--- src/hw/rtl/mpded_pkg.sv ---
// Package with the pin status codes, edge codes and the per-pin update function.
`timescale 1ns / 1ps
package mpded_pkg;

	localparam int NUM_PINS = 8;
	localparam int PIN_W = 3;
	localparam int MASK_W = 8;
	localparam int PADDR_W = 3;
	localparam int PDATA_W = 32;

	localparam logic [MASK_W-1:0] DEBOUNCE_MASK_RST = 8'd15;
	localparam logic [MASK_W-1:0] FALL_SUPP_MASK_RST = 8'd7;

	typedef enum logic [0:0] {
		REG_DEBOUNCE_MASK = 1'b0,
		REG_FALL_SUPP_MASK = 1'b1
	} reg_idx_t;

	typedef enum logic [3:0] {
		ST_REL = 4'd0,
		ST_REL1 = 4'd1,
		ST_REL2 = 4'd2,
		ST_BREL = 4'd3,
		ST_BREL1 = 4'd4,
		ST_PRS = 4'd5,
		ST_PRS1 = 4'd6,
		ST_PRS2 = 4'd7,
		ST_BPRS = 4'd8,
		ST_BPRS1 = 4'd9,
		ST_UNSTABLE = 4'd10
	} pin_state_t;

	typedef enum logic [1:0] {
		EV_NONE = 2'd0,
		EV_RISE = 2'd1,
		EV_FALL = 2'd2
	} edge_t;

	typedef struct packed {
		pin_state_t nx;
		edge_t ev;
	} pin_upd_t;

	// Next status and edge for one sample of one pin.
	function automatic pin_upd_t pin_update(pin_state_t st, logic high, logic deb,
			logic supp);
		pin_upd_t r;
		r.nx = st;
		r.ev = EV_NONE;
		if (deb) begin
			case (st)
				ST_REL: begin
					if (high) r.nx = ST_REL1;
				end
				ST_REL1: r.nx = high ? ST_REL2 : ST_BREL;
				ST_BREL: r.nx = high ? ST_BREL1 : ST_UNSTABLE;
				ST_REL2, ST_BREL1: begin
					if (high) begin
						r.nx = ST_PRS;
						r.ev = EV_RISE;
					end else begin
						r.nx = ST_UNSTABLE;
					end
				end
				ST_PRS: begin
					if (!high) r.nx = ST_PRS1;
				end
				ST_PRS1: r.nx = !high ? ST_PRS2 : ST_BPRS;
				ST_BPRS: r.nx = !high ? ST_BPRS1 : ST_UNSTABLE;
				ST_PRS2, ST_BPRS1: begin
					if (!high) begin
						r.nx = ST_REL;
						r.ev = EV_FALL;
					end else begin
						r.nx = ST_UNSTABLE;
					end
				end
				default: r.nx = st;
			endcase
		end else begin
			if (st == ST_REL && high) begin
				r.nx = ST_PRS;
				r.ev = EV_RISE;
			end else if (st == ST_PRS && !high) begin
				r.nx = ST_REL;
				r.ev = EV_FALL;
			end
		end
		// The level still changes when a falling event is suppressed.
		if (r.ev == EV_FALL && supp) r.ev = EV_NONE;
		return r;
	endfunction

endpackage

--- src/hw/rtl/multi_pin_debounce_edge_detector.sv ---
// Multi-pin debouncer and edge detector: input stage, status update and result register.
// An accepted sample waits in the input stage and moves to the result register, which drives
// the outputs, whenever the result register is free or being drained.
// Throughput: one sample per cycle unless the result stalls, also for repeated samples of
// one pin, as its status is read and rewritten in the same cycle that moves it to the result.
// Reset: arst_n clears all pin states to released, empties both stages and loads the masks
// with their reset values (debounce 15, falling suppress 7).
`timescale 1ns / 1ps
module multi_pin_debounce_edge_detector
	import mpded_pkg::*;
(
	input logic clk,
	input logic arst_n,
	input logic in_valid,
	output logic in_ready,
	input logic [PIN_W-1:0] pin_index,
	input logic sample_level,
	output logic out_valid,
	input logic out_ready,
	output logic [PIN_W-1:0] event_pin,
	output logic [1:0] edge_event,
	output logic pin_unstable,
	input logic psel,
	input logic penable,
	input logic pwrite,
	input logic [PADDR_W-1:0] paddr,
	input logic [PDATA_W-1:0] pwdata,
	output logic [PDATA_W-1:0] prdata,
	output logic pready
);

	logic [MASK_W-1:0] debounce_mask_q;
	logic [MASK_W-1:0] fall_supp_mask_q;
	pin_state_t status_q [NUM_PINS];

	logic valid_s1;
	logic [PIN_W-1:0] pin_s1;
	logic level_s1;

	logic [PIN_W-1:0] event_pin_q;
	edge_t edge_q;
	logic unstable_q;

	logic advance;
	logic in_range;
	pin_upd_t upd;
	reg_idx_t reg_idx;

	assign pready = 1'b1;
	assign reg_idx = reg_idx_t'(paddr[2]);

	always_comb begin
		case (reg_idx)
			REG_DEBOUNCE_MASK: prdata = PDATA_W'(debounce_mask_q);
			REG_FALL_SUPP_MASK: prdata = PDATA_W'(fall_supp_mask_q);
			default: prdata = '0;
		endcase
	end

	always_ff @(posedge clk or negedge arst_n) begin
		if (!arst_n) begin
			debounce_mask_q <= DEBOUNCE_MASK_RST;
			fall_supp_mask_q <= FALL_SUPP_MASK_RST;
		end else if (psel && penable && pwrite) begin
			case (reg_idx)
				REG_DEBOUNCE_MASK: debounce_mask_q <= pwdata[MASK_W-1:0];
				REG_FALL_SUPP_MASK: fall_supp_mask_q <= pwdata[MASK_W-1:0];
				default: ;
			endcase
		end
	end

	// The staged sample moves on whenever the result register is empty or being drained.
	assign advance = valid_s1 && (!out_valid || out_ready);
	assign in_ready = !valid_s1 || advance;

	always_ff @(posedge clk or negedge arst_n) begin
		if (!arst_n) begin
			valid_s1 <= 1'b0;
		end else if (in_ready) begin
			valid_s1 <= in_valid;
		end
	end

	always_ff @(posedge clk) begin
		if (in_valid && in_ready) begin
			pin_s1 <= pin_index;
			level_s1 <= sample_level;
		end
	end

	assign in_range = (32'(pin_s1) < 32'(NUM_PINS));

	always_comb begin
		upd.nx = ST_REL;
		upd.ev = EV_NONE;
		if (in_range) begin
			upd = pin_update(status_q[pin_s1], level_s1, debounce_mask_q[pin_s1],
				fall_supp_mask_q[pin_s1]);
		end
	end

	always_ff @(posedge clk or negedge arst_n) begin
		if (!arst_n) begin
			for (int i = 0; i < NUM_PINS; i++) begin
				status_q[i] <= ST_REL;
			end
		end else if (advance && in_range) begin
			status_q[pin_s1] <= upd.nx;
		end
	end

	always_ff @(posedge clk or negedge arst_n) begin
		if (!arst_n) begin
			out_valid <= 1'b0;
		end else if (advance) begin
			out_valid <= 1'b1;
		end else if (out_ready) begin
			out_valid <= 1'b0;
		end
	end

	always_ff @(posedge clk) begin
		if (advance) begin
			event_pin_q <= pin_s1;
			edge_q <= upd.ev;
			unstable_q <= in_range && (upd.nx == ST_UNSTABLE);
		end
	end

	assign event_pin = event_pin_q;
	assign edge_event = edge_q;
	assign pin_unstable = unstable_q;

	// A pin locked unstable never reports an edge.
	a_unstable_no_edge: assert property (@(posedge clk) disable iff (!arst_n)
		out_valid && pin_unstable |-> edge_event == EV_NONE)
		else $error("unstable pin reported an edge");

	// A rising result leaves its pin in the pressed state.
	a_rise_pressed: assert property (@(posedge clk) disable iff (!arst_n)
		out_valid && edge_event == EV_RISE |-> status_q[event_pin] == ST_PRS)
		else $error("rising edge without pressed status");

	// A falling result leaves its pin in the released state.
	a_fall_released: assert property (@(posedge clk) disable iff (!arst_n)
		out_valid && edge_event == EV_FALL |-> status_q[event_pin] == ST_REL)
		else $error("falling edge without released status");

	// A stalled result register holds the staged sample back.
	a_stall_holds: assert property (@(posedge clk) disable iff (!arst_n)
		out_valid && !out_ready && valid_s1 |-> !in_ready)
		else $error("input taken while both stages are blocked");

endmodule
--- config.mk ---
export PLATFORM = sky130hd
export DESIGN_NAME = multi_pin_debounce_edge_detector
export DESIGN_NICKNAME = d
export VERILOG_FILES = /design/src/hw/rtl/mpded_pkg.sv /design/src/hw/rtl/multi_pin_debounce_edge_detector.sv
export SDC_FILE = /design/constraint.sdc
export NUM_CORES = 1
export LEC_CHECK = 0
export ABC_AREA = 1
export BUFFER_PORTS_ARGS = -buffer_cell sky130_fd_sc_hd__buf_4
export CAP_MARGIN = 10
export CORE_UTILIZATION = 50
export CTS_CLUSTER_DIAMETER = 80
export DETAILED_ROUTE_END_ITERATION = 16
export PLACE_DENSITY_LB_ADDON = 0.1
export SYNTH_ARGS = -nofsm -noshare
export SYNTH_HDL_FRONTEND = slang
export SYNTH_SLANG_ARGS = --single-unit
--- constraint.sdc ---
create_clock -name clk -period 2.3 [get_ports clk]
set_input_delay 0 -clock clk [delete_from_list [all_inputs] [get_ports clk]]
set_output_delay 0 -clock clk [all_outputs]
set_load 0.005 [all_outputs]
==> results of run 1 <==
registers in the layout (all words and copies together) (netlist names):
signal            cells
event_pin             3
edge_event            2
pin_s1                3
out_valid             1
level_s1              1
valid_s1              1
status_q             32
pin_unstable          1
debounce_mask_q       8
fall_supp_mask_q      8
placed cells by master, fill, tap and decap left out, types with 3 or more instances in the layout:
cell type,count
nand3_2,6
o21ai_1,17
nand2_2,24
nor2_2,4
nor2_1,12
nor3_1,6
inv_1,40
dfstp_2,7
edfxtp_1,10
nand2_1,184
o21ai_0,27
clkbuf_8,9
clkinv_2,3
o21ai_2,8
nand3_1,10
buf_6,3
buf_4,43
dlygate4sd3_1,16
nand2_4,8
nor2_4,3
nand4_1,5
dfrtp_1,43
conb_1,25
report_power, final:
group | switching (mW) | internal (mW) | leakage (nW) | total, mW
Sequential | 0.196 | 1.43 | 0.720 | 1.62
Combinational | 1.03 | 0.652 | 1.42 | 1.68
Clock | 0.412 | 0.495 | 0.0931 | 0.907
cell families after synthesis:
group / after synthesis / synth area share
AOI/OAI and AO/OA: 60 / 0.09526
buffers and inverters: 81 / 0.1333
DFF: 60 / 0.4516
other: 2 / 0.002174
and+or+nand+nor: 263 / 0.3176
metal layers:
metal  up-vias  track usage
li1       1547            -
met1      1508       0.3272
met2        87       0.3922
met3         8      0.06420
met4         0      0.06009
met5         -            0
stage by stage:
step | power, mW | cell area (sq um)
after global placement | 2.986 | 3687
after global routing | 4.519 | 4329
after CTS | 3.959 | 4031
after detailed placement | 3.025 | 3687
final | 4.207 | 4329
after floorplan | 2.596 | 3541
critical path: stages, from the launching register on:
cell and delay [ns]:
edfxtp_1 0.48, buf_6 0.17, clkbuf_16 0.16, nand2_1 0.06, nand2_1 0.05, nand2_1 0.07
nand2_2 0.09, nand2_2 0.09, nand2_4 0.09, nor2_4 0.17, nand2_2 0.09, nand2_1 0.12
o21ai_1 0.08, nand3_1 0.10, nand2_2 0.08, nand3_2 0.09, nor2_1 0.04
worst paths after layout:
| path | slack, ns | to | from |
|---|---|---|---|
| worst max-delay path | 0.007 | pin_unstable | pin_s1[0] |
| worst min-delay path | 0.23 | status_q[27] | arst_n |
| min in group clk | 0.37 | debounce_mask_q[1] | penable |
| worst min register to register | 0.49 | status_q[20] | status_q[20] |
| max in group asynchronous | 1.63 | out_valid | arst_n |
| worst max register to register | 0.007 | pin_unstable | pin_s1[0] |
final cells by class:
cell class                      count  area share
Multi-Input combinational cell    348      0.3873
Timing Repair inverter              1    0.002601
Clock inverter                      5     0.01214
Tap cell                           77     0.02225
Timing Repair Buffer               66      0.1402
Sequential cell                    60      0.3604
Inverter                           44     0.04480
Clock buffer                       11     0.03035
timing repair:
item	4_1_cts	5_1_grt
resized for setup	0	52
endpoints found under the setup margin	0	34
hold endpoints to repair	65	0
hold buffers	16	0
buffers inserted	0	6
==> metrics.csv, run 1 <==
metric,value,unit
outcome,finished clean,
category of the critical setup timing path,flip-flop to flip-flop,
Core Rows,29,
number of warnings reported in the yosys synthesis log,0,
setup slack after placement,0.02717,ns
detailed-route via count,3150,
required time of the critical path,2.39,ns
pin count of the biggest net entering global routing,51,
cell type contributing the most total cell area after synthesis,dfrtp_1,
number of enable flip-flop cells after synthesis,10,
LEAKAGE,2.235,nW
TritonCTS clock tree,yes,
number of max-cap violations,0,
Iter 0 DRT Violations,192,
Final nets,576,
die height,85.12,microns
share of the yosys chip area belonging to registers,0.4516,
post-synthesis register bit count,60,
area taken by flip-flops and latches,1560,sq um
Via-to-Cell Ratio,5.147,
Clock Tree Buf Depth,2,
endpoint arrival time on the critical path,2.38,ns
area growth from synthesis to layout,25.32,%
average instance area after synthesis,7.413,sq um
maximum fanout along the worst path,14,
number of instances in the placed design,571,
sink count of the clock tree,60,
"CTS clk-pin slew, worst paths",0.07,ns
fin crit period,2.293,ns
count of distinct cell types in the synthesized netlist,30,
power density relative to cell area,971.8,nW/um^2
Max transition margin,0.5681,
Layout fillers,575,
"Core Util, Final",0.6665,
total inserted antenna cells,0,
die width,85.12,microns
cells taking the most area after synthesis,"dfrtp_1 31%, nand2_1 21%, edfxtp_1 8.7%",
minimum setup slack in the final design,0.006774,ns
maximum vdd ir drop,0.4812,mV
latest clock arrival within the worst-skew pair,0.34,ns
total negative setup slack,0,ns
commonest cells in the synthesized netlist,"197 x nand2_1, 43 x dfrtp_1, 42 x inv_1, 27 x o21ai_0, 26 x buf_4",
reg2reg path depth,16,
worst hold slack across all endpoints,0.2320,ns
capturing element type of the critical path,flip-flop,
aggregate global-route resource usage,0.2429,
most used flip-flop cell after synthesis,dfrtp_1,
dpl hpwl,5.543,mm
final setup violating endpoints,0,
core area,6495,sq um
placer's final routability congestion estimate,0.8797,
Layout Cells excl Fill,612,
met3 WL,405,microns
die footprint,7245,sq um
transition at the pin with the smallest max-transition slack,0.6478,ns
number of global-route vias before repair,2908,
metal1 wirelength,4.039,mm
combined area of all synthesized cells,3455,sq um
Post-Syn Instances,466,
Max Transition Viols Final,0,
DR DRC count,0,
remaining antenna violation count after routing,0,
Post-synth ARST share,0.8333,
initial standard-cell utilization of the core,0.5319,
type of element launching the critical path,flip-flop,
sum of overflow across all layers after global routing,0,
fraction of synthesized cell area taken by the top area cell type,0.3115,
highest clock frequency the design can meet,0.4361,GHz
first-pass GRT wire length,13.70,mm
number of I/O pins,87,
number of port buffers,35,
total area of multi-input combinational cells,1677,sq um
Post-Route Skew,0.008441,ns
class of the tightest hold or removal check,primary input to asynchronous set/reset pin,
total met2 wirelength after detailed routing,4.155,mm
initial antenna violation count,0,
ratio of final minimum period to clock period,0.9971,
detailed-route wire length,8.671,mm
average wire per cell in the routed design,14.17,microns
CTS H-tree lvls,3,
unrepaired setup endpoints after global routing,true,
fraction of final layout cells sized beyond drive strength 1,0.2467,
Top Metal Used,met4,
Pre-antenna DRT Iters,5,
number of buffers added by the clock tree synthesis step,9,
clock root buffer,clkbuf_8,
final hold vios,0,
most repeated cell in the gate-level netlist after synthesis,nand2_1,
(Power assumes the default switching activity.)
==> run 2, diff against run 1 <==
--- a/config.mk
+++ b/config.mk
@@ -11,7 +11,7 @@
 export CORE_UTILIZATION = 50
 export CTS_CLUSTER_DIAMETER = 80
 export DETAILED_ROUTE_END_ITERATION = 16
-export PLACE_DENSITY_LB_ADDON = 0.1
+export PLACE_DENSITY_LB_ADDON = 0.12
 export SYNTH_ARGS = -nofsm -noshare
 export SYNTH_HDL_FRONTEND = slang
 export SYNTH_SLANG_ARGS = --single-unit
==> run 2 against run 1 <==
Effect of this change: sequential share of layout area is 0.90 points lower; non-clock buffer count rose by 2; design area up 2.6%; routed wire length decreased by 3.6%; fmax grew 3.0%; critical path depth unchanged; setup slack improved by 0.066 ns; cell count is 0.16% higher; first-iteration DRC count is 9.4% higher; highest routed layer unchanged.
==> metrics.csv, run 2 (synthesis results as in run 1) <==
metric,value,unit
Top Metal Used,met4,
die width,85.12,microns
die footprint,7245,sq um
sum of overflow across all layers after global routing,0,
Iter 0 DRT Violations,210,
average wire per cell in the routed design,13.63,microns
clock root buffer,clkbuf_8,
category of the critical setup timing path,flip-flop to flip-flop,
initial antenna violation count,0,
Layout Cells excl Fill,613,
Pre-antenna DRT Iters,4,
placer's final routability congestion estimate,0.8118,
required time of the critical path,2.39,ns
remaining antenna violation count after routing,0,
latest clock arrival within the worst-skew pair,0.34,ns
post-route cell area,4441,sq um
outcome,finished clean,
transition at the pin with the smallest max-transition slack,0.6415,ns
highest clock frequency the design can meet,0.4491,GHz
maximum vdd ir drop,0.6595,mV
final setup violating endpoints,0,
Core Rows,29,
power density relative to cell area,990.3,nW/um^2
Clock Tree Buf Depth,2,
detailed-route via count,3036,
number of I/O pins,87,
CTS H-tree lvls,3,
ratio of final minimum period to clock period,0.9682,
number of max-cap violations,0,
capturing element type of the critical path,flip-flop,
sink count of the clock tree,60,
initial standard-cell utilization of the core,0.5319,
met3 WL,339,microns
area growth from synthesis to layout,28.54,%
endpoint arrival time on the critical path,2.32,ns
first-pass GRT wire length,12.83,mm
area after detailed placement,3712,sq um
Largest regs,"status_q (32), debounce_mask_q (8), fall_supp_mask_q (8)",
total inserted antenna cells,0,
class of the tightest hold or removal check,primary input to asynchronous set/reset pin,
number of instances in the placed design,571,
Via-to-Cell Ratio,4.953,
aggregate global-route resource usage,0.2288,
TritonCTS clock tree,yes,
die height,85.12,microns
type of element launching the critical path,flip-flop,
final hold vios,0,
number of port buffers,35,
metal1 wirelength,3.725,mm
critical register-to-register path endpoint,pin_unstable,
dpl hpwl,5.306,mm
Final nets,577,
max reg flops,32,
most frequent cells in the layout,"178 x nand2_1, 45 x buf_4, 43 x dfrtp_1, 39 x inv_1",
core area,6495,sq um
"CTS clk-pin slew, worst paths",0.07,ns
LEAKAGE,2.283,nW
FF-to-FF setup slack,0.07,ns
DR DRC count,0,
top register by number of flip-flops,status_q,
reg2reg path depth,16,
detailed-route wire length,8.355,mm
total met2 wirelength after detailed routing,4.176,mm
Worst Setup SP,pin_s1[0],
pin count of the biggest net entering global routing,51,
Post-Route Skew,0.01155,ns
Max transition margin,0.5723,
number of buffers added by the clock tree synthesis step,9,
"most common cell after layout, fill and taps aside",nand2_1,
Max Transition Viols Final,0,
launch instance of the worst register-to-register path,pin_s1[0],
fraction of final layout cells sized beyond drive strength 1,0.2500,
fin crit period,2.227,ns
number of global-route vias before repair,2746,
maximum fanout along the worst path,6,
-- run 2: changes by cell type in the layout (fill, tap and decap cells not counted), sizes merged --
cell	before	now
clkbuf	13	15
clkinv	4	2
bufinv	1	2
inv	44	43
buf	48	49
-- run 2: worst max path at each step --
stage,to,cells past startpoint
2_1_floorplan,pin_unstable,15
3_3_place_gp,pin_unstable,16
3_5_place_dp,pin_unstable,16
4_1_cts,pin_unstable,16
5_1_grt,status_q[18],17
6_report,pin_unstable,16
-- run 2: worst max-delay path, stage by stage, from the launching register on --
cell and delay, ns:
edfxtp_1 0.44, buf_12 0.18, buf_12 0.14, nand2_1 0.05, nand2_1 0.05, nand2_1 0.05, nand2_1 0.06, nand2_2 0.11
nand2_4 0.12, nand2_4 0.10, nand2_4 0.07, nor2_4 0.12, nand2_2 0.07, nor2_2 0.11, nand3_2 0.11, nand4_1 0.16
nor2_2 0.04
-- run 2: routing by layer --
| layer | global-route usage | up-vias |
|---|---|---|
| met1 | 0.2992 | 1399 |
| met5 | 0 | - |
| met4 | 0.08166 | 0 |
| li1 | - | 1545 |
| met2 | 0.3666 | 80 |
| met3 | 0.06226 | 12 |
-- run 2: through the flow --
stage | utilization | TNS (ns) | power (mW) | worst slack, ns | hold WS (ns)
global route | 0.6837 | -0.4389 | 4.693 | -0.05057 | 0.2948
CTS | 0.6313 | 0 | 4.105 | 0.02122 | 0.2456
finish | 0.6837 | 0 | 4.397 | 0.07321 | 0.2304
detailed placement | 0.5716 | 0 | 2.993 | 0.06264 | 0.07273
global placement | 0.5716 | 0 | 2.960 | 0.08273 | 0.06600
floorplan | - | 0 | 2.596 | 0.3463 | -0.2956
-- run 2: cell type report --
type                            instances  area [sq um]
Fill cell                             540          2054
Multi-Input combinational cell        348          1709
Sequential cell                        60          1560
Timing Repair Buffer                   68         653.1
Inverter                               44         193.9
Clock buffer                           12         155.1
Tap cell                               77         96.34
Clock inverter                          4         72.57
-- run 2: where the power goes --
part | leakage (nW) | internal, mW | switching [mW]
registers | 0.720 | 1.43 | 0.192
logic | 1.45 | 0.675 | 1.03
clock network | 0.113 | 0.668 | 0.409
total | 2.28 | 2.77 | 1.63
-- run 2: timing repair --
action,4_1_cts,5_1_grt
resized for setup,0,59
buffers inserted,0,7
endpoints found under the setup margin,0,34
hold buffers,16,0
hold endpoints to repair,65,0
==> run 3, diff against run 2 <==
--- a/config.mk
+++ b/config.mk
@@ -8,6 +8,7 @@
 export ABC_AREA = 1
 export BUFFER_PORTS_ARGS = -buffer_cell sky130_fd_sc_hd__buf_4
 export CAP_MARGIN = 10
+export CORE_ASPECT_RATIO = 0.5
 export CORE_UTILIZATION = 50
 export CTS_CLUSTER_DIAMETER = 80
 export DETAILED_ROUTE_END_ITERATION = 16
==> constraint.sdc (replaced) <==
create_clock -name clk -period 2.19 [get_ports clk]
set_input_delay 0 -clock clk [delete_from_list [all_inputs] [get_ports clk]]
set_output_delay 0 -clock clk [all_outputs]
set_load 0.005 [all_outputs]
==> run 3 against run 2 <==
Effect of this change: the flow now finishes with violations (negative setup slack); via count up 4.1%; cell count up 3.8%; design area up 6.5%; clock skew down 0.0039 ns; critical path type unchanged; routed wire length up 9.0%; non-clock buffer count up 11; sequential power up 7%; die area up 0.28%; highest routed layer unchanged; sequential share of layout area down 2.2 points; largest cell class unchanged.
==> metrics.csv, run 3 (synthesis results as in run 1) <==
metric,value,unit
"most common cell after layout, fill and taps aside",nand2_1,
Max Transition Viols Final,0,
dpl hpwl,5.571,mm
crit-path cells,buf_12 -> clkinv_16 -> buf_12 -> nand2_2 -> nand2_1 -> nand2_1 -> nand2_2 -> a21oi_4 -> buf_6 -> nand2_4 -> nor2_4 -> nand2_2 -> nand3_2 -> nand2_2 -> a21oi_4 -> buf_6 -> o21ai_2,
final setup violating endpoints,25,
fraction of final layout cells sized beyond drive strength 1,0.3193,
Core Rows,20,
core area,6356,sq um
sum of overflow across all layers after global routing,0,
remaining antenna violation count after routing,0,
area growth from synthesis to layout,36.94,%
fin crit period,2.306,ns
initial antenna violation count,0,
LEAKAGE,2.426,nW
Pre-antenna DRT Iters,4,
first-pass GRT wire length,12.98,mm
endpoint arrival time on the critical path,2.51,ns
required time of the critical path,2.39,ns
Largest regs,"status_q (32), debounce_mask_q (8), fall_supp_mask_q (8)",
pin count of the biggest net entering global routing,51,
number of global-route vias before repair,2640,
latest clock arrival within the worst-skew pair,0.33,ns
Most Frequent Cell on Critical Path,nand2_2,
area after detailed placement,3804,sq um
Final nets,589,
net switching power,1.993,mW
Max transition margin,0.5776,
Post-Route Skew,0.007617,ns
Buf/Inv on CP,5,
outcome,"finished, violations left",
CTS H-tree lvls,3,
portion of total power attributed to the clock network,0.276,
"CTS clk-pin slew, worst paths",0.05,ns
class of the tightest hold or removal check,primary input to asynchronous set/reset pin,
max incr delay on CP,0.41,ns
number of buffers added by the clock tree synthesis step,9,
post-route cell area,4731,sq um
critical-path cell with the highest stage delay,edfxtp_1,
sink count of the clock tree,60,
ratio of final minimum period to clock period,1.053,
proportion of power drawn by combinational gates,0.395,
DR DRC count,0,
Clock Tree Buf Depth,2,
category of the critical setup timing path,flip-flop to flip-flop,
Worst path top cell family by delay,buffers and inverters,
capturing element type of the critical path,flip-flop,
highest clock frequency the design can meet,0.4336,GHz
die width,119.6,microns
total inserted antenna cells,0,
Via-to-Cell Ratio,4.969,
Layout Cells excl Fill,636,
number of instances in the placed design,594,
TritonCTS clock tree,yes,
die height,60.78,microns
minimum setup slack in the final design,-0.1163,ns
final hold vios,0,
detailed-route via count,3160,
detailed-route wire length,9.111,mm
clock root buffer,clkbuf_16,
fraction of power spent switching nets,0.3792,
number of port buffers,35,
top register by number of flip-flops,status_q,
transition at the pin with the smallest max-transition slack,0.6336,ns
die footprint,7266,sq um
power share of the sequential group,0.329,
max reg flops,32,
most frequent cells in the layout,"170 x nand2_1, 52 x buf_4, 43 x dfrtp_1, 39 x inv_1, 32 x nand2_2",
power density relative to cell area,1111,nW/um^2
number of I/O pins,87,
Layout fillers,465,
aggregate global-route resource usage,0.2411,
maximum fanout along the worst path,8,
type of element launching the critical path,flip-flop,
number of max-cap violations,0,
maximum vdd ir drop,0.4418,mV
initial standard-cell utilization of the core,0.5435,
average wire per cell in the routed design,14.33,microns
unrepaired setup endpoints after global routing,true,
internal power consumption,3.263,mW
Iter 0 DRT Violations,192,
placer's final routability congestion estimate,0.8900,
violated checks,negative setup slack,
run 3: cell count changes in the layout (fill, tap and decap cells not counted), moves of 2 or more:
cell,before,now
nand3_2,5,7
nand2_2,26,32
o21ai_2,0,16
nand3_1,11,8
clkbuf_8,11,2
buf_4,45,52
buf_6,0,6
o21ai_1,26,12
nand2_1,178,170
o21ai_0,26,24
clkbuf_16,3,10
a21oi_2,0,2
run 3: final timing paths:
check | startpoint | endpoint | slack, ns | depth (start not counted)
worst max-delay path | pin_s1[0] | status_q[18] | -0.12 | 17
worst min-delay path | arst_n | debounce_mask_q[7] | 0.23 | 2
worst max register to register | pin_s1[0] | status_q[18] | -0.12 | 17
worst min register to register | status_q[12] | status_q[12] | 0.48 | 2
max in group asynchronous | arst_n | status_q[4] | 1.53 | 2
min in group clk | paddr[2] | fall_supp_mask_q[0] | 0.31 | 3
run 3: layer usage:
layer | track usage | wire, microns | share of wire | up-vias
met5 | 0 | 0 | 0 | -
met4 | 0.08036 | 85 | 0.0093 | 0
met3 | 0.06767 | 433 | 0.048 | 10
met2 | 0.3724 | 4285 | 0.47 | 91
met1 | 0.3323 | 4306 | 0.47 | 1480
li1 | - | - | - | 1579
run 3: layout make-up:
class                   instances  area (sq um)  share of cell area
multi-input cells             348          1822              0.3851
flip-flops and latches         60          1560              0.3298
repair buffers                 79         723.2              0.1529
clock buffers                  11         252.7             0.05342
inverters                      44         193.9             0.04099
well taps                      88         110.1             0.02327
clock inverters                 5         57.56             0.01217
repair inverters                1         11.26            0.002380
run 3: stage by stage:
stage	setup TNS, ns	total power [mW]	util	worst slack [ns]	hold WS [ns]
after global routing	-5.322	5.529	0.7443	-0.2177	0.3073
after floorplan	0	2.727	-	0.2363	-0.2956
after CTS	0	4.761	0.6783	0.006742	0.2561
final	-1.482	5.256	0.7443	-0.1163	0.2320
after detailed placement	-1.441	3.231	0.5984	-0.09538	0.06435
after global placement	-0.4147	3.210	0.5984	-0.05759	0.06323
run 3: power by group through the flow:
stage	Sequential, mW	Clock [mW]	Combinational (mW)
6_report	1.73	1.45	2.08
4_1_cts	1.71	1.46	1.59
5_1_grt	1.76	1.50	2.26
2_1_floorplan	1.66	0	1.06
3_5_place_dp	1.72	0	1.51
3_3_place_gp	1.71	0	1.50
run 3: repair_timing:
action	CTS	global route
pin swaps	0	30
endpoints found under the hold margin	65	0
setup buffers	2	6
hold buffers	16	0
gates cloned	0	2
resized for setup	5	95
endpoints found under the setup margin	33	34
